===== config.mk =====
export PLATFORM = sky130hd
export DESIGN_NAME = wphp_div
export DESIGN_NICKNAME = d
export VERILOG_FILES = /design/src/sv/wphp_div.sv
export SDC_FILE = /design/constraint.sdc
export NUM_CORES = 1
export LEC_CHECK = 0
export BUFFER_PORTS_ARGS = -buffer_cell sky130_fd_sc_hd__buf_2
export CAP_MARGIN = 20
export CORE_UTILIZATION = 56
export CTS_CLUSTER_SIZE = 12
export DETAILED_ROUTE_END_ITERATION = 6
export PLACE_DENSITY = 0.81
export SYNTH_ARGS = -nofsm -noshare
export SYNTH_HDL_FRONTEND = slang
export SYNTH_SLANG_ARGS = --single-unit

===== constraint.sdc =====
create_clock -name clock -period 3.8 [get_ports clock]
set_clock_uncertainty 0.2 [all_clocks]
set_input_delay 0 -clock clock [delete_from_list [all_inputs] [get_ports clock]]
set_output_delay 0 -clock clock [all_outputs]
set_load 0.01 [all_outputs]

===== src/sv/wphp_div.sv =====
// Bit-serial restoring divider, one quotient bit per cycle.
module wphp_div #(
   parameter int DW = 48,
   parameter int VW = 32
) (
   input  logic          clock,
   input  logic          reset,
   input  logic          start,
   input  logic [DW-1:0] dividend,
   input  logic [VW-1:0] divisor,
   output logic          done,
   output logic [DW-1:0] quotient
);
   localparam int CW = $clog2(DW + 1);

   logic [DW-1:0] dvd_ff, dvd_in;
   logic [VW-1:0] dvs_ff, dvs_in;
   logic [VW:0]   rem_ff, rem_in;
   logic [CW-1:0] cnt_ff, cnt_in;
   logic          busy_ff, busy_in, done_ff, done_in;
   logic [VW:0]   shifted;

   always_comb begin
      shifted = {rem_ff[VW-1:0], dvd_ff[DW-1]};
      dvd_in  = dvd_ff;
      dvs_in  = dvs_ff;
      rem_in  = rem_ff;
      cnt_in  = cnt_ff;
      busy_in = busy_ff;
      done_in = 1'b0;
      if (start) begin
         dvd_in  = dividend;
         dvs_in  = divisor;
         rem_in  = '0;
         cnt_in  = '0;
         busy_in = 1'b1;
      end else if (busy_ff) begin
         // The dividend register doubles as the quotient register.
         if (shifted >= {1'b0, dvs_ff}) begin
            rem_in = shifted - {1'b0, dvs_ff};
            dvd_in = {dvd_ff[DW-2:0], 1'b1};
         end else begin
            rem_in = shifted;
            dvd_in = {dvd_ff[DW-2:0], 1'b0};
         end
         cnt_in = cnt_ff + CW'(1);
         if (cnt_ff == CW'(DW - 1)) begin
            busy_in = 1'b0;
            done_in = 1'b1;
         end
      end
   end

   always_ff @(posedge clock) begin
      dvd_ff <= dvd_in;
      dvs_ff <= dvs_in;
      rem_ff <= rem_in;
      if (reset) begin
         cnt_ff  <= '0;
         busy_ff <= 1'b0;
         done_ff <= 1'b0;
      end else begin
         cnt_ff  <= cnt_in;
         busy_ff <= busy_in;
         done_ff <= done_in;
      end
   end

   assign done     = done_ff;
   assign quotient = dvd_ff;

endmodule


== After elaboration in Yosys (flattened, before gate mapping) ==
Index checks and enable logic that the tools add are counted.
Storage, ports and cells
  memories: 0
  input bits: 83
  ROM bits: 0
  RAM bits: 0
  output and inout bits: 49
  register bits after elaboration: 120
  latch bits: 0
Operators by class
  equal/unequal tests: 1
  add/sub/neg operators: 2
  multiplexer cells: 8
  reduce and logical (&&, ||, !) cells: 3
  divide/modulo/power cells: 0
  bitwise logic cells: 1
  multiply operators: 0
  shifts and indexed selects: 0
  order comparisons: 1
Operators by type and width (count)
  $mux W48: 2
  $ge A33 B32 Y1: 1
  $mux W32: 1
  $sub A32 B32 Y32: 1
  $add A6 B1 Y6 const B: 1
  $eq A6 B6 Y1 const B: 1
  $mux W1: 5
  $reduce_or A3 Y1: 1
  $reduce_bool A2 Y1: 1
  $reduce_or A2 Y1: 1
  $not A1 Y1: 1

== Longest topological paths before layout ==
Gate-level depths: netlist of run 1.
  depth in word-level cells: 4
  depth in mapped cells: 13
  gate-level depth less buffers: 12

== Worst setup path after synthesis of run 1 ==
OpenSTA, ideal clock, no wires.
  path type: reg2reg
  from: reg dvd_ff[47] (netlist: quotient[47])
  to: reg rem_ff[30]
  clock period less this slack: 2.774 ns
  setup slack: 1.026 ns
  path buffers: 0
  required time: 3.513 ns
  cell stages (with the launch flop): 13
  arrival: 2.487 ns
  path through: edfxtp_1 > inv_1 > ha_1 > fa_1 > nor2b_1 > o21bai_1 > a31oi_1 > o21ai_1 > o211a_1 > o31ai_1 > a21oi_1 > xor2_1 > o31ai_1
On the way
  cells in the longest elaborated chain, start to end: 2
  elaborated cells on any way between the ends: 3
Ends and longest elaborated chain
  from (decl): RTL line 16  | logic [DW-1:0] dvd_ff, dvd_in;
  from (signal assigned): RTL line 55  | dvd_ff <= dvd_in;
  $sub A32 B32 Y32 / $ge A33 B32 Y1 (equally long branches): RTL line 40, 39
  $mux W32 (*): RTL line 39  | if (shifted >= {1'b0, dvs_ff}) begin
  to (signal assigned): RTL line 57  | rem_ff <= rem_in;
  to (decl): RTL line 18  | logic [VW:0] rem_ff, rem_in;
Mark *: on every way between the ends. The rest lies on a longest branch, timed or not.
A chain may end at the register's enable or synchronous reset.

== Final worst setup path of run 1 ==
  from: reg dvs_ff[12]
  to: reg rem_ff[19]
On the way
  cells in the longest elaborated chain, start to end: 2
  elaborated cells on any way between the ends: 3
Ends and longest elaborated chain
  from (decl): RTL line 17  | logic [VW-1:0] dvs_ff, dvs_in;
  from (signal assigned): RTL line 56  | dvs_ff <= dvs_in;
  $sub A32 B32 Y32 / $ge A33 B32 Y1 (equally long branches): RTL line 40, 39
  $mux W32 (*): RTL line 39
Marks and branches as above.

==> results of run 1 <==
==> placed cells by master, fill, tap and decap left out, types with 3 or more instances in the layout <==
cell           Yosys  routed
inv_1             40      40
clkbuf_16          0      17
buf_4              1       7
ha_1              33      33
o21bai_1           3       3
o21a_1             5       5
nand2_1           88      87
o211ai_1           5       5
a21oi_1           39      39
nor3_1             6       6
and2_1             4       4
a211oi_1           7       7
nor2b_1            5       5
clkinv_1           2       4
nand4_1           14      14
o21ai_1            9       9
xnor2_1           18      18
a311oi_1          21      21
nor2_1            56      56
a31oi_1            4       4
mux2_2            48      48
clkinv_4           0       4
dlygate4sd3_1      0      81
o31ai_1            4       4
o21ai_0           16      16
mux2i_1            3       3
dfxtp_1           40      39
a21o_1            11      11
buf_2              8     130
edfxtp_1          80      80
clkinvlp_4         0       3
xor2_1            12      12
nand3_1            6       6
==> stage by stage <==
step	utilization, %	cells	total power [uW]
floorplan	-	650	2240
global placement	64.0	894	2460
detailed placement	64.0	894	2490
CTS	76.1	1007	4130
global route	76.3	1008	4340
finish	76.3	1008	4170
==> registers in the layout, summed over array words and instances (netlist names) <==
register / count
cnt_ff: 6
busy_ff: 1
done: 1
quotient: 48
rem_ff: 32
dvs_ff: 32
==> layer usage <==
metal  up-vias  GRT usage (%)  share of wire (%)
met3        58           7.82                6.0
li1       2760              -                  -
met4         0           15.4                3.9
met2       252           53.6                 50
met5         -              0                  0
met1      2824           34.8                 40
==> critical path: stages, from the launching register on <==
cell and delay (ns):
edfxtp_1 0.32, inv_1 0.04, ha_1 0.41, nand4_1 0.18, nand2b_4 0.18, a2111oi_2 0.38
nand3b_2 0.23, a21oi_2 0.12, o21a_1 0.36, buf_4 0.25, a311o_1 0.34, a311oi_2 0.25
==> path summary, 6_finish.rpt <==
kind | from | endpoint | slack, ns | cells after the start
setup / recovery | dvs_ff[12]$_DFFE_PP_ | rem_ff[19]$_SDFFE_PP0P_ | 0.47 | 11
hold / removal | start | quotient[11]$_DFFE_PP_ | 0.08 | 2
setup reg to reg | dvs_ff[12]$_DFFE_PP_ | rem_ff[19]$_SDFFE_PP0P_ | 0.47 | 11
hold reg to reg | rem_ff[23]$_SDFFE_PP0P_ | rem_ff[24]$_SDFFE_PP0P_ | 0.30 | 2
==> cells by family (layout without fill, tap and decap cells) <==
| kind of cell | after synthesis | in the layout | synth area share [%] |
|---|---|---|---|
| XOR/XNOR | 30 | 30 | 3.95 |
| AO/OA/AOI/OAI | 142 | 142 | 14.8 |
| adder cells (fa/ha/maj) | 34 | 34 | 6.51 |
| flip-flops | 120 | 120 | 48.1 |
| AND/OR/NAND/NOR | 194 | 194 | 13.0 |
| buffers and inverters | 78 | 293 | 4.83 |
| multiplexers | 52 | 52 | 8.75 |
==> layout make-up <==
| type | count | area share (%) |
|---|---|---|
| Tap cell | 143 | 2.04 |
| Clock inverter | 15 | 1.74 |
| Timing Repair Buffer | 219 | 17.5 |
| Sequential cell | 120 | 36.5 |
| Clock buffer | 17 | 4.84 |
| Multi-Input combinational cell | 452 | 35.6 |
| Inverter | 42 | 1.79 |
==> repair_timing <==
item | 4_1_cts | 5_1_grt
endpoints found under the hold margin | 88 | 0
buffers inserted | 0 | 0
endpoints found under the setup margin | 0 | 0
hold buffers | 81 | 0
==> power by group <==
group | total (uW) | switching, uW | internal [uW]
Combinational | 980 | 558 | 422
Clock | 1580 | 621 | 963
Sequential | 1610 | 75.8 | 1530
==> out/metrics.csv, run 1 <==
stage,metric,value,unit
layout,area occupied by multi-input gates,3130,um2
timing,fmax,301,MHz
worst_setup_path,worst path arrival time,3.46,ns
place,gpl congestion,0.889,
layout,P&R area growth vs syn,32.0,%
global_routing,global-route usage over all layers,30.7,%
clock_tree,"Clk Latency, worst-skew pair",0.42,ns
floorplanning,Core Region,11500,um2
yosys,Syn Inst Count,650,
detailed_routing,Post-route DRC,6,
timing,Worst slew margin,48.0,%
worst_setup_path,WS Path Type,reg -> reg,
clock_tree,Longest Clk Path Bufs,2,
detailed_routing,via/cell ratio,5.85,
job,max-cap violations,0,
yosys,Netlist cell types,61,
detailed_routing,1st-iter DRT viols,400,
power_and_ir_drop,peak supply drop,0.000455,V
timing,Setup-failing EPs final,0,
global_routing,first-pass GRT wire length,29500,um
clock_tree,post_cts resized,0,
global_routing,vias in the first global route,6106,
floorplanning,Rows,39,
detailed_routing,total vias in the final route,5894,
worst_setup_path,CP max FO,11,
detailed_routing,Total Wirelength,18400,um
layout,Final Cell Area,8780,um2
hold_path,HP Class,in -> reg,
timing,fin. max-slew vios,0,
yosys,Most used DFF post-synth,edfxtp_1,
global_routing,largest net degree at the start of global routing,65,
yosys,ys async rst share,0,%
yosys,sequential share of the synthesized area,48.1,%
yosys,"EDFF count, synth",80,
yosys,Post-Syn Area per Cell,10.2,um2
yosys,Synth area leader,edfxtp_1,
layout,share of cells above drive strength 1,26.6,%
clock_tree,CTS tree,built,
global_routing,initial antenna violation count,0,
layout,Antenna Cells,0,
floorplanning,Starting Density,57.8,%
yosys,post-synthesis register bit count,120,
yosys,post-synth top area share,36.1,%
yosys,Post-Syn Area,6650,um2
timing,final hold slack,0.0798,ns
worst_setup_path,WP data required,3.93,ns
timing,Final WS setup,0.474,ns
place,placed inst area,7370,um2
layout,FF/Latch Area,3200,um2
floorplanning,full die area,12300,um2
worst_setup_path,Setup crit start kind,register,
run_status,status,"finished, violations left",
yosys,"count leader, synth",nand2_1,
timing,RSZ-0062 raised after global routing,no,
floorplanning,Chip Width,111,um
timing,"Min Clock Period, post-route",3.33,ns
detailed_routing,antenna-violating nets left,0,
power_and_ir_drop,Pwr Density,475,nW/um2
floorplanning,num ports,132,
clock_tree,CTS buffer count,17,
timing,setup TNS,0,ns
layout,fill cell count,728,
yosys,syn_nets,767,
clock_tree,clock transition at the registers of the reported paths,0.06,ns
clock_tree,CTS sink cnt,120,
floorplanning,Die Height,111,um
clock_tree,Root Driver,clkbuf_16,
detailed_routing,DR pass1 iterations,7,
detailed_routing,DR WL/cell,18.2,um
run_status,failing checks,DRC,
worst_setup_path,Critical Path Sink Type,register,
place,hpwl dp,10900,um
layout,nets@finish,969,
place,Port Buffers,131,
place,Post-Place Worst Slack,0.491,ns
power_and_ir_drop,Lkg Pwr,0.00371,uW
timing,period utilization,87.5,%
yosys,Post-synth top cells,"88 x nand2_1, 80 x edfxtp_1, 56 x nor2_1",
yosys,main area contributors after synthesis,"edfxtp_1 36%, dfxtp_1 12%, mux2_2 8.1%, ha_1 6.2%, nand2_1 5.0%",
yosys,Synth Warn #,0,
timing,Fin. Hold Viols,0,
clock_tree,# H-tree levels,4,
global_routing,total gr overflow,0,
timing,Slew @ Worst Pin,0.781,ns
Note: power is estimated with default switching activity, not from simulation.
==> run 2, diff against run 1 <==
Settings changed: GPL_ROUTABILITY_DRIVEN set to 0, PLACE_DENSITY 0.81 to unset, PLACE_DENSITY_LB_ADDON set to 0.2.
==> out/metrics.csv, run 2 (synthesized netlist as in run 1, its figures left out) <==
stage,metric,value,unit,change
run_status,status,"finished, violations left",,
run_status,failing checks,DRC,,
clock_tree,# H-tree levels,4,,unchanged
worst_setup_path,CP cell instances,"inv_1, ha_1, nor2b_1, o2111ai_1, a2111oi_2, nand3b_2, a21oi_2, o21a_1, buf_4, nand2_1, a311oi_1",,
timing,Slew @ Worst Pin,0.677,ns,-0.103 ns
worst_setup_path,CP startpoint,dvs_ff[1]$_DFFE_PP_,,
timing,setup TNS,0,ns,unchanged
power_and_ir_drop,internal power,2900,uW,-0.70%
layout,Antenna Cells,0,,unchanged
layout,Final Cell Area,9060,um2,+3.2%
timing,fmax,297,MHz,-1.3%
worst_setup_path,FF-to-FF path depth,11,,unchanged
layout,"most common cell after layout, fill and taps aside",buf_2,,
clock_tree,CTS buffer count,17,,unchanged
timing,fin. max-slew vios,0,,unchanged
floorplanning,num ports,132,,unchanged
layout,nets@finish,1000,,+3.2%
worst_setup_path,WP data required,3.91,ns,-0.02 ns
power_and_ir_drop,peak supply drop,0.000385,V,-15%
timing,"Min Clock Period, post-route",3.37,ns,+0.0427 ns
power_and_ir_drop,Switching Share,30.3,%,+0.27 points
job,max-cap violations,0,,unchanged
floorplanning,Rows,39,,unchanged
global_routing,initial antenna violation count,0,,unchanged
worst_setup_path,CP max stage cell,o21a_1,,
timing,period utilization,88.7,%,+1.1 points
layout,"Core Util, Final",78.7,%,+2.4 points
worst_setup_path,Setup crit start kind,register,,
detailed_routing,Post-route DRC,6,,unchanged
timing,RSZ-0062 raised after global routing,no,,
floorplanning,Chip Width,111,um,unchanged
layout,P&R area growth vs syn,36.2,%,
worst_setup_path,Critical Path Sink Type,register,,
worst_setup_path,worst path arrival time,3.48,ns,+0.02 ns
clock_tree,Root Driver,clkbuf_16,,
power_and_ir_drop,Pwr Density,459,nW/um2,-3.4%
worst_setup_path,reg-to-reg startpoint,dvs_ff[1]$_DFFE_PP_,,
timing,Fin. Hold Viols,0,,unchanged
worst_setup_path,CP top delay family,compound AO/OA/AOI/OAI gates,,
timing,Setup-failing EPs final,0,,unchanged
layout,fill cell count,705,,-3.2%
worst_setup_path,Buf/Inv on CP,2,,unchanged
floorplanning,Die Height,111,um,unchanged
hold_path,Hold Path Origin,divisor[11],,
place,Port Buffers,131,,unchanged
global_routing,vias in the first global route,6116,,+0.16%
power_and_ir_drop,Reg power frac,38.6,%,about the same
worst_setup_path,flop-to-flop setup slack,0.43,ns,-0.04 ns
clock_tree,"Clk Latency, worst-skew pair",0.42,ns,about the same
hold_path,HP Class,in -> reg,,
timing,final hold slack,0.0904,ns,+0.0105 ns
place,Post-Place Worst Slack,0.475,ns,-0.0163 ns
layout,most frequent cells in the layout,"130 x buf_2, 109 x dlygate4sd3_1, 87 x nand2_1, 80 x edfxtp_1, 56 x nor2_1",,
detailed_routing,via/cell ratio,5.78,,-1.2%
detailed_routing,antenna-violating nets left,0,,unchanged
power_and_ir_drop,Lkg Pwr,0.00383,uW,+3.3%
clock_tree,Longest Clk Path Bufs,2,,unchanged
power_and_ir_drop,Clock power frac,36.6,%,-1.4 points
clock_tree,CTS sink cnt,120,,unchanged
detailed_routing,DR WL/cell,18.0,um,-1.2%
hold_path,hold depth,2,,unchanged
global_routing,largest net degree at the start of global routing,64,,-1.5%
detailed_routing,DR pass1 iterations,7,,unchanged
timing,Final WS setup,0.431,ns,-0.0427 ns
worst_setup_path,Critical R2R Capture,rem_ff[3]$_SDFFE_PP0P_,,
worst_setup_path,WS Path Type,reg -> reg,,
hold_path,hold worst-path end,dvs_ff[11]$_DFFE_PP_,,
floorplanning,Starting Density,57.8,%,unchanged
global_routing,total gr overflow,0,,unchanged
power_and_ir_drop,combinational power share,24.8,%,+1.3 points
clock_tree,CTS tree,built,,
place,placed inst area,7400,um2,+0.31%
power_and_ir_drop,NetSw,1260,uW,+0.59%
worst_setup_path,Worst path max stage delay,0.44,ns,+0.03 ns
global_routing,global-route usage over all layers,31.5,%,+0.82 points
detailed_routing,total vias in the final route,6001,,+1.8%
detailed_routing,1st-iter DRT viols,480,,+20%
floorplanning,full die area,12300,um2,unchanged
place,hpwl dp,10400,um,-4.6%
layout,max reg flops,48,,unchanged
global_routing,first-pass GRT wire length,30500,um,+3.4%
layout,share of cells above drive strength 1,26.1,%,-0.47 points
clock_tree,clock transition at the registers of the reported paths,0.06,ns,about the same
floorplanning,Core Region,11500,um2,unchanged
timing,Worst slew margin,54.9,%,+6.9 points
worst_setup_path,CP max FO,11,,unchanged
detailed_routing,Total Wirelength,18700,um,+1.9%
[run 2: timing repair]
item | 4_1_cts | 5_1_grt
setup buffers | 0 | 0
endpoints found under the setup margin | 0 | 0
gates resized for setup | 0 | 0
hold endpoints to repair | 88 | 0
hold buffers | 109 | 0
[run 2: power by group through the flow]
stage / logic (uW) / clock network [uW] / registers (uW)
final: 1030 / 1520 / 1610
after global routing: 1120 / 1590 / 1620
after CTS: 981 / 1520 / 1600
after detailed placement: 867 / 0 / 1620
after global placement: 850 / 0 / 1620
after floorplan: 606 / 0 / 1640
[run 2: worst register-to-register path: cells and delay by family (launching register included)]
kind | cells | cell delay (ns)
buf+inv | 2 | 0.33
simple gates | 3 | 0.52
fa+ha+maj | 1 | 0.30
flops | 1 | 0.39
compound gates | 5 | 1.52
[run 2: how the worst max path moves through the flow]
stage / endpoint / depth (start not counted) / slack (ns)
5_1_grt: rem_ff[0]$_SDFFE_PP0P_ / 12 / 0.18
2_1_floorplan: rem_ff[30]$_SDFFE_PP0P_ / 12 / 1.03
6_report: rem_ff[3]$_SDFFE_PP0P_ / 11 / 0.43
4_1_cts: rem_ff[19]$_SDFFE_PP0P_ / 11 / 0.46
3_3_place_gp: rem_ff[19]$_SDFFE_PP0P_ / 11 / 0.57
3_5_place_dp: rem_ff[19]$_SDFFE_PP0P_ / 11 / 0.48
[run 2: metrics by stage]
step	total power, uW	std cells
2_1_floorplan	2240	650
3_3_place_gp	2470	897
3_5_place_dp	2490	897
4_1_cts	4100	1038
5_1_grt	4330	1039
6_report	4160	1039
[run 2: routing by layer]
metal / track usage, % / part of all wire [%] / vias to the layer above
met4: 12.2 / 1.9 / 0
met3: 7.05 / 6.4 / 36
met1: 37.0 / 40 / 2873
met5: 0 / 0 / -
li1: - / - / 2828
met2: 56.0 / 51 / 264
[run 2: final cells by class]
type                            instances  area [um2]  share of cell area (%)
Inverter                               42         158                    1.74
Timing Repair Buffer                  250        1840                    20.3
Clock inverter                         14         125                    1.38
Multi-Input combinational cell        452        3130                    34.5
Sequential cell                       120        3200                    35.4
Clock buffer                           18         429                    4.74
Tap cell                              143         179                    1.97
