<file path="src/sv/wphp_isqrt.sv">
// Bit-serial integer square root, one root bit per cycle.
module wphp_isqrt #(
   parameter int IN_W = 64
) (
   input  logic                clock,
   input  logic                reset,
   input  logic                start,
   input  logic [IN_W-1:0]     radicand,
   output logic                done,
   output logic [IN_W/2-1:0]   root
);
   localparam int RW = IN_W / 2;
   localparam int CW = $clog2(RW + 1);

   logic [IN_W-1:0] rad_ff, rad_in;
   logic [RW+1:0]   rem_ff, rem_in;
   logic [RW-1:0]   root_ff, root_in;
   logic [CW-1:0]   cnt_ff, cnt_in;
   logic            busy_ff, busy_in, done_ff, done_in;
   logic [RW+1:0]   shifted, trial;

   always_comb begin
      shifted = {rem_ff[RW-1:0], rad_ff[IN_W-1 -: 2]};
      trial   = {root_ff, 2'b01};
      rad_in  = rad_ff;
      rem_in  = rem_ff;
      root_in = root_ff;
      cnt_in  = cnt_ff;
      busy_in = busy_ff;
      done_in = 1'b0;
      if (start) begin
         rad_in  = radicand;
         rem_in  = '0;
         root_in = '0;
         cnt_in  = '0;
         busy_in = 1'b1;
      end else if (busy_ff) begin
         rad_in = rad_ff << 2;
         if (shifted >= trial) begin
            rem_in  = shifted - trial;
            root_in = {root_ff[RW-2:0], 1'b1};
         end else begin
            rem_in  = shifted;
            root_in = {root_ff[RW-2:0], 1'b0};
         end
         cnt_in = cnt_ff + CW'(1);
         if (cnt_ff == CW'(RW - 1)) begin
            busy_in = 1'b0;
            done_in = 1'b1;
         end
      end
   end

   always_ff @(posedge clock) begin
      rad_in_hold: begin
         rad_ff  <= rad_in;
         rem_ff  <= rem_in;
         root_ff <= root_in;
      end
      if (reset) begin
         cnt_ff  <= '0;
         busy_ff <= 1'b0;
         done_ff <= 1'b0;
      end else begin
         cnt_ff  <= cnt_in;
         busy_ff <= busy_in;
         done_ff <= done_in;
      end
   end

   assign done = done_ff;
   assign root = root_ff;

endmodule

</file>
<file path="config.mk">
export PLATFORM = sky130hd
export DESIGN_NAME = wphp_isqrt
export DESIGN_NICKNAME = d
export VERILOG_FILES = /design/src/sv/wphp_isqrt.sv
export SDC_FILE = /design/constraint.sdc
export NUM_CORES = 1
export LEC_CHECK = 0
export BUFFER_PORTS_ARGS = -buffer_cell sky130_fd_sc_hd__buf_2
export CAP_MARGIN = 40
export CORE_ASPECT_RATIO = 1.25
export CORE_MARGIN = 3
export CORE_UTILIZATION = 40
export DETAILED_ROUTE_END_ITERATION = 10
export GPL_ROUTABILITY_DRIVEN = 0
export GPL_TIMING_DRIVEN = 0
export HOLD_SLACK_MARGIN = 0.05
export REMOVE_ABC_BUFFERS = 1
export SYNTH_ARGS = -nofsm -noshare
export SYNTH_HDL_FRONTEND = slang
export SYNTH_SLANG_ARGS = --single-unit
</file>
<file path="constraint.sdc">
create_clock -name clock -period 5.9 [get_ports clock]
set_clock_uncertainty 0.05 [all_clocks]
set_input_delay 1.18 -clock clock [delete_from_list [all_inputs] [get_ports clock]]
set_output_delay 1.18 -clock clock [all_outputs]
set_load 0.05 [all_outputs]
</file>
Word level (Yosys, flattened, before mapping)
Cells that the tools add are included.

cells by class
  add/sub/neg operators = 2
  $mul = 0
  divide/modulo/power cells = 0
  order comparisons = 1
  eq/ne operators = 1
  shift-type cells = 0
  mux-type cells = 8
  bitwise gates (word level) = 1
  reduce and logical (&&, ||, !) cells = 3

operators with widths
  kind                   count
  $mux W64               2
  $ge A34 B34 Y1         1
  $mux W32               1
  $sub A32 B32 Y32       1
  $add A6 B1 Y6 const B  1
  $eq A6 B5 Y1 const B   1
  $mux W1                5
  $reduce_or A3 Y1       1
  $reduce_bool A2 Y1     1
  $reduce_or A2 Y1       1
  $not A1 Y1             1

storage, ports and cells
  register bits after elaboration = 136
  latch bits = 0
  bits in writable memories = 0
  ROM bits = 0
  input bits = 67
  output and inout bits = 33
  logic and storage cells = 22
  memories = 0

Logic depth before layout (Yosys ltp)
Gate-level depths: netlist (run 1).

  depth in word-level cells = 4
  depth in mapped cells = 13

Worst setup path after synthesis (run 1)
OpenSTA, ideal clock, no wires.

  kind = register to register
  from = register root_ff[19], in the netlist root[19]
  to = register rem_ff[14]
  arrival time = 3.146 ns
  data required time = 5.759 ns
  slack = 2.613 ns
  stages on the path, launching flop included = 14
  buffers on the path = 3
  cells stage by stage = dfxtp_1 > inv_1 > ha_1 > buf_2 > a21oi_1 > o21ai_1 > or4b_1 > a21oi_2 > o2111ai_4 > nand2_4 > buf_4 > buf_4 > nand2_1 > a311oi_1

between the ends
  word-level cells in the longest chain between the ends = 2

ends and longest elaborated chain
  item                      RTL line  RTL
  start: declaration        17        logic [RW-1:0] root_ff, root_in;
  start signal: assignment  58        root_ff <= root_in;
  $ge A34 B34 Y1            39        if (shifted >= trial) begin
  $mux W32                  39
  end signal: assignment    57        rem_ff <= rem_in;
  end: declaration          16        logic [RW+1:0] rem_ff, rem_in;

Every way passes these cells.
A chain may end at the register's enable or synchronous reset.

Final worst setup path (run 1)
  from = register root_ff[0], in the netlist root[0]
  to = register rem_ff[8]

between the ends
  word-level cells in the longest chain between the ends = 2
  elaborated cells between the ends (all ways) = 3

ends and longest elaborated chain
  item                                                RTL line
  $sub A32 B32 Y32 or $ge A34 B34 Y1 (tied branches)  40, 39
  $mux W32 (*)                                        39

Every way passes the cells marked *; elsewhere a longest branch is shown, timed or not.

==> metrics.md, run 1 <==
| Metric | Value |
|---|---|
| Status | complete, no violations |
| Root buf cell | clkbuf_16 |
| Peak VDD IR | 0.2489 mV |
| LEAKAGE | 3.513 nW |
| Register area share after synthesis | 0.4516 |
| Share of cells above drive strength 1 | 0.2506 |
| Tmin final | 3.721 ns |
| Synth Area in XOR/XNOR | 0.02235 |
| Starting DRC count in detailed routing | 241 |
| Core ar. | 0.01817 sq mm |
| Hold violation count in the final report | 0 |
| FP Rows | 55 |
| Initial antenna violation count | 2 |
| Grt total ovfl | 0 |
| Overall power | 3.532 mW |
| Final core occ | 0.4819 |
| Syn Area/Cell | 10.08 sq um |
| Starting density of the core | 0.4099 |
| Arrival time worst endpoint | 4.00 ns |
| Fin area | 0.008755 sq mm |
| Most used cell along the critical path | a311oi_1 |
| Routed WL | 16.51 mm |
| Clock buffer count from CTS | 17 |
| Most frequent cell after synthesis | nor2_1 |
| Async SR Flop Fraction | 0 |
| CTS tree | built |
| Via-to-Cell Ratio | 5.328 |
| Clk_lat worst skew | 0.43 ns |
| Post-CTS sizing | 0 |
| Final Max Tran Viols | 0 |
| CP max stage cell | a311oi_1 |
| Number of synthesized flops with an enable pin | 64 |
| Clock slew at reported path FFs | 0.06 ns |
| Overall routing resource usage | 0.1683 |
| H-Tree Depth | 4 |
| Final worst slack | 2.179 ns |
| Crit-path max cell delay | 0.68 ns |
| Kind of cell adding the most delay to the critical path | compound AO/OA/AOI/OAI gates |
| Dpl cells | 1034 |
| PD cells | 403.5 mW/mm^2 |
| Post-synth top area cell | edfxtp_1 |
| Crit Path Class | reg -> reg |
| Final setup fails | 0 |
| Vias in the first global route | 5679 |
| Drt drc | 0 |
| Slew margin rel. | 0.4124 |
| Finished Layout Cells | 1066 |
| RSZ-0062 raised after global routing | no |
| Final #Nets | 927 |
| Setup Fix Bufs, Post-CTS | 0 |
| Mux share of post-synthesis cell area | 0.1440 |
| Final period util | 0.6306 |
| Chip width | 128.0 microns |
| Fill cell count | 1757 |
| WP buf/inv | 1 |
| Mapped cell area | 0.007447 sq mm |
| Ys flop type | dfxtp_1 |
| Synth Register Bits | 136 |
| Synth top area cells | edfxtp_1 (26%), dfxtp_1 (19%), mux2_2 (9.8%), ha_1 (5.9%), mux2i_1 (4.6%) |
| First drt pass iteration count | 4 |
| Die area | 0.02030 sq mm |
| First-pass GRT wire length | 27.50 mm |
| CTS Buffer Depth | 2 |
| Count of different cell masters after synthesis | 57 |
| # port buffers | 99 |
| Die Y | 158.6 microns |
| Achievable frequency | 0.2688 GHz |
| Required time worst endpoint | 6.18 ns |
| Post-Synth Simple-Gate Area | 0.1426 |
| Yosys warnings | 0 |
| Hold WC Path Type | reg -> reg |
| WHS | 0.4387 ns |
| Synth Area in Compound Gates | 0.1400 |
| I/O pins | 100 |
| # diodes | 0 |
| Synth-to-layout area growth | 17.56% |
| Mapped Cells | 739 |
| Total clock sinks | 136 |
| Max Cap Violations | 0 |
| Place WS | 2.129 ns |
| Placed instance area | 0.008159 sq mm |
| Actual slew at the worst max-slew pin | 0.8762 ns |
| Proportion of netlist area held by the largest area contributor | 0.2581 |
| Via count | 5680 |
| Type of origin of the critical path | flop |
| Final HPWL from detailed placement | 11.51 mm |
| Largest net degree at the start of global routing | 100 |
| Final ANT Viol Nets | 0 |
| Critical path endpoint category | flop |
| Synth Area in Adders | 0.05880 |
| Worst Path Max Fanout | 32 |
| Commonest cells post-synth | nor2_1 (83), dfxtp_1 (72), mux2_2 (65) |
| Largest family of logic cells by synthesized area | multiplexers |
| Cts hold-fix bufs | 0 |
| TNS Setup | 0 ns |
| Wire per inst | 15.49 microns |
| Crit-path cells | inv_1 > ha_1 > nor2b_1 > o2111ai_1 > a311oi_1 > a21oi_2 > o2111ai_4 > nand2_4 > or3_1 > a311oi_1 |
==> cell usage in the layout (no fill, tap or decap), types with 19 or more instances in the layout <==
cell,count
nor2_1,83
a311oi_1,21
nand2_1,63
inv_1,39
ha_1,35
buf_2,98
mux2i_1,34
mux2_2,65
edfxtp_1,64
a21oi_1,36
dfxtp_1,71
o21ai_0,19
==> worst register-to-register path, delay by kind of cell, from the launching register on <==
kind / cells / cell delay (ns)
AND/OR/NAND/NOR: 3 / 0.95
AO/OA/AOI/OAI: 5 / 1.78
adder cells (fa/ha/maj): 1 / 0.37
flip-flops: 1 / 0.41
buffers and inverters: 1 / 0.07
==> cell families after synthesis <==
| family | after synthesis |
|---|---|
| mux | 99 |
| flops | 136 |
| simple gates | 227 |
| fa+ha+maj | 35 |
| compound gates | 149 |
| buf+inv | 74 |
| xor+xnor | 19 |
==> flip-flops by register name (all words and copies together) (netlist names) <==
signal / flops
rad_ff: 64
done: 1
busy_ff: 1
cnt_ff: 6
rem_ff: 32
root: 32
==> where the power goes <==
part | total [mW] | internal [mW] | switching, mW | leakage (nW)
combinational | 1.31 | 0.521 | 0.786 | 1.99
clock | 1.07 | 0.627 | 0.443 | 0.288
sequential | 1.16 | 1.09 | 0.0621 | 1.23
total | 3.53 | 2.24 | 1.29 | 3.51
==> cell type report <==
type | count | area [sq um] | area share
clock buffers | 19 | 464.2 | 0.05302
repair buffers | 102 | 576.8 | 0.06589
inverters | 39 | 146.4 | 0.01672
clock inverters | 13 | 131.4 | 0.01501
well taps | 228 | 285.3 | 0.03259
multi-input cells | 529 | 3784 | 0.4322
flip-flops and latches | 136 | 3367 | 0.3846
==> final timing paths <==
check | startpoint | end | slack [ns] | depth (start not counted)
max | root[0] | rem_ff[8] | 2.18 | 10
min | cnt_ff[5] | cnt_ff[5] | 0.44 | 2
max reg2reg | root[0] | rem_ff[8] | 2.18 | 10
min reg2reg | cnt_ff[5] | cnt_ff[5] | 0.44 | 2
==> per-layer routing <==
metal  share of wire  track usage  vias up
met5          0.0013            0        -
met4           0.014      0.05157        4
met3           0.069      0.06510       21
met2            0.49       0.2806      113
met1            0.43       0.2015     2659
li1                -            -     2883
Power figures use the tool's default switching activity.
==> run 2: changes to the inputs <==
--- a/config.mk
+++ b/config.mk
@@ -5,6 +5,7 @@
 export SDC_FILE = /design/constraint.sdc
 export NUM_CORES = 1
 export LEC_CHECK = 0
+export ABC_AREA = 1
 export BUFFER_PORTS_ARGS = -buffer_cell sky130_fd_sc_hd__buf_2
 export CAP_MARGIN = 40
 export CORE_ASPECT_RATIO = 1.25
==> constraint.sdc (replaced) <==
create_clock -name clock -period 3 [get_ports clock]
set_clock_uncertainty 0.05 [all_clocks]
set_input_delay 0.6 -clock clock [delete_from_list [all_inputs] [get_ports clock]]
set_output_delay 0.6 -clock clock [all_outputs]
set_load 0.05 [all_outputs]
==> run 2 against run 1 <==
  * Maximum frequency rose by 37%
  * Utilization fell by 0.10 points
  * Count of clock-buffer cells in the layout fell by 1
  * Combinational power rose to 3.6 times the previous value
  * Largest cell class unchanged
  * Synthesized cell count rose by 60%
  * First-iteration DRC count rose by 69%
  * Sequential share of layout area fell by 2.9 points
  * Design area rose by 8.1%
  * Final cell count rose by 45%
  * Global-route usage rose by 2.2 points
==> metrics.md, run 2 <==
| Metric | Value |
|---|---|
| Status | complete, no violations (unchanged) |
| Combinational fraction of design power | 0.515 (was 0.370) |
| Crit Path Class | reg -> reg (unchanged) |
| Peak VDD IR | 0.5677 mV (was 0.2489 mV) |
| Mapped cell area | 0.008117 sq mm (was 0.007447 sq mm) |
| Proportion of netlist area held by the largest area contributor | 0.2618 (was 0.2581) |
| WHS | 0.3864 ns (was 0.4387 ns) |
| LEAKAGE | 5.066 nW (was 3.513 nW) |
| Switching pwr | 4.191 mW (was 1.291 mW) |
| Slew margin rel. | 0.4089 (was 0.4124) |
| Max Cap Violations | 0 (unchanged) |
| Via-to-Cell Ratio | 4.689 (was 5.328) |
| Starting DRC count in detailed routing | 408 (was 241) |
| First drt pass iteration count | 4 (unchanged) |
| Commonest cells post-synth | nand2_1 (566), inv_1 (167), dfxtp_1 (72) (was nor2_1 (83), dfxtp_1 (72), mux2_2 (65)) |
| CTS tree | built (unchanged) |
| Worst Min Path Start | radicand[1] (was cnt_ff[5]) |
| Die area | 0.02205 sq mm (was 0.02030 sq mm) |
| Actual slew at the worst max-slew pin | 0.8846 ns (was 0.8762 ns) |
| Clk_lat worst skew | 0.42 ns (was 0.43 ns) |
| Die Y | 165.3 microns (was 158.6 microns) |
| Max reg flops | 64 (unchanged) |
| Most frequent cell after synthesis | nand2_1 (was nor2_1) |
| Synth-to-layout area growth | 16.62% (was 17.56%) |
| Vias in the first global route | 7312 (was 5679) |
| Register area share after synthesis | 0.4144 (was 0.4516) |
| Final setup fails | 0 (unchanged) |
| I/O pins | 100 (unchanged) |
| Post-synth top area cell | nand2_1 (was edfxtp_1) |
| H-Tree Depth | 4 (unchanged) |
| Final Max Tran Viols | 0 (unchanged) |
| CP startpoint | root[21] (was root[0]) |
| Arrival time worst endpoint | 2.98 ns (was 4.00 ns) |
| Async SR Flop Fraction | 0 (unchanged) |
| Largest net degree at the start of global routing | 99 (was 100) |
| Hold WC Path Type | in -> reg (was reg -> reg) |
| Syn Area/Cell | 6.861 sq um (was 10.08 sq um) |
| Worst Path Max Fanout | 33 (was 32) |
| Overall routing resource usage | 0.1906 (was 0.1683) |
| Hold violation count in the final report | 0 (unchanged) |
| Grt total ovfl | 0 (unchanged) |
| Chip width | 133.4 microns (was 128.0 microns) |
| Core ar. | 0.01968 sq mm (was 0.01817 sq mm) |
| Yosys warnings | 0 (unchanged) |
| Post-CTS sizing | 0 (unchanged) |
| Ys flop type | dfxtp_1 (unchanged) |
| Cts hold-fix bufs | 0 (unchanged) |
| Number of synthesized flops with an enable pin | 64 (unchanged) |
| Most common cell after layout, fill and taps aside | nand2_1 (was buf_2) |
| # diodes | 0 (unchanged) |
| Proportion of power drawn by the clock network | 0.236 (was 0.303) |
| Type of origin of the critical path | flop (unchanged) |
| Final #Nets | 1373 (was 927) |
| Clock slew at reported path FFs | 0.06 ns (about the same) |
| Flop pwr share | 0.249 (was 0.327) |
| Achievable frequency | 0.3679 GHz (was 0.2688 GHz) |
| Via count | 7264 (was 5680) |
| Final HPWL from detailed placement | 14.61 mm (was 11.51 mm) |
| Synth Register Bits | 136 (unchanged) |
| Switch share | 0.4604 (was 0.3655) |
| RSZ-0062 raised after global routing | no (unchanged) |
| Dpl cells | 1517 (was 1034) |
| Mapped Cells | 1183 (was 739) |
| PD cells | 961.7 mW/mm^2 (was 403.5 mW/mm^2) |
| Final ANT Viol Nets | 0 (unchanged) |
| Share of cells above drive strength 1 | 0.1277 (was 0.2506) |
| Clock buffer count from CTS | 17 (unchanged) |
| Worst r2r src | root[21] (was root[0]) |
| FP Rows | 57 (was 55) |
| First-pass GRT wire length | 34.17 mm (was 27.50 mm) |
| Root buf cell | clkbuf_16 (unchanged) |
| Synth top area cells | nand2_1 (26%), edfxtp_1 (24%), dfxtp_1 (18%), inv_1 (7.7%), ha_1 (5.4%) (was edfxtp_1 (26%), dfxtp_1 (19%), mux2_2 (9.8%), ha_1 (5.9%), mux2i_1 (4.6%)) |
| Final worst slack | 0.2818 ns (was 2.179 ns) |
| Final period util | 0.9061 (was 0.6306) |
| Starting density of the core | 0.4123 (was 0.4099) |
| Largest reg by FF count | rad_ff (unchanged) |
| Routed WL | 20.17 mm (was 16.51 mm) |
| Required time worst endpoint | 3.26 ns (was 6.18 ns) |
| Tmin final | 2.718 ns (was 3.721 ns) |
| Wire per inst | 13.02 microns (was 15.49 microns) |
| P_int | 4.911 mW (was 2.241 mW) |
| CTS Buffer Depth | 2 (unchanged) |
| Count of different cell masters after synthesis | 35 (was 57) |
| Critical path endpoint category | flop (unchanged) |
| Place WS | -0.1774 ns (was 2.129 ns) |
| Initial antenna violation count | 0 (was 2) |
| TNS Setup | 0 ns (unchanged) |
| Finished Layout Cells | 1549 (was 1066) |
| Drt drc | 0 (unchanged) |
| Commonest cells after routing, fill and taps aside | nand2_1 (566), inv_1 (167), buf_2 (99), dfxtp_1 (72), nand3_1 (65) (was buf_2 (98), nor2_1 (83), dfxtp_1 (71), mux2_2 (65), edfxtp_1 (64)) |
| Total clock sinks | 136 (unchanged) |
| # port buffers | 99 (unchanged) |
| Setup Fix Bufs, Post-CTS | 0 (unchanged) |
[run 2: cell types whose count changed in the layout (fill, tap and decap cells not counted), sizes merged, moves of 15 or more]
cell and delta:
nand2 +515, inv +133, mux2 -65, nand3 +53, mux2i -34, o22ai +31, nor2 -30, a311oi -21
o21ai -18, a21oi -17, a21o -15
[run 2: kinds of logic after synthesis]
family | synth area share
XOR/XNOR | 0.01511
flip-flops | 0.4144
AND/OR/NAND/NOR | 0.3734
AO/OA/AOI/OAI | 0.04424
buffers and inverters | 0.09896
adder cells (fa/ha/maj) | 0.05395
[run 2: worst paths after layout]
kind	endpoint	slack [ns]	cells after the start
max reg2reg	rem_ff[25]	0.28	14
min reg2reg	rem_ff[31]	0.41	2
min	rad_ff[1]	0.39	3
max	rem_ff[25]	0.28	14
[run 2: final cells by class]
| type | count | area (sq um) |
|---|---|---|
| clock inverters | 14 | 162.7 |
| fillers | 2048 | 10220 |
| clock buffers | 18 | 429.2 |
| multi-input cells | 842 | 3965 |
| well taps | 265 | 331.6 |
| inverters | 172 | 650.6 |
| repair buffers | 102 | 563.0 |
| flip-flops and latches | 136 | 3363 |
[run 2: routing by layer]
metal  vias up  track usage  wire length (microns)
met5         -            0                      0
met4         0      0.07203                    523
met3        31      0.04576                   1007
met2       168       0.3387                   9851
met1      3210       0.2236                   8782
li1       3855            -                      -
[run 2: worst max-delay path, cell delays in order, from the launching register on]
cell     delay, ns
dfxtp_1       0.32
inv_1         0.08
ha_1          0.42
nand2_1       0.11
nand2_1       0.07
a21oi_1       0.19
nand2_1       0.10
nand2_1       0.09
nand2_2       0.09
nor2_8        0.41
nand2_8       0.23
nand2_2       0.21
nand2_1       0.07
nand2_1       0.09
nand2_1       0.05
[run 2: power by group through the flow]
stage	Combinational [mW]	Sequential (mW)	Clock (mW)
floorplan	3.51	2.30	0
global placement	4.63	2.30	0
detailed placement	4.67	2.30	0
CTS	4.69	2.26	2.20
global route	5.42	2.29	2.28
finish	4.69	2.26	2.15
[run 2: per-stage QoR]
step	util	total power, mW	area [sq um]
4_1_cts	0.4809	9.151	9465
2_1_floorplan	-	5.802	7959
3_3_place_gp	0.4464	6.932	8786
5_1_grt	0.4809	9.991	9465
3_5_place_dp	0.4508	6.965	8874
6_report	0.4809	9.103	9465
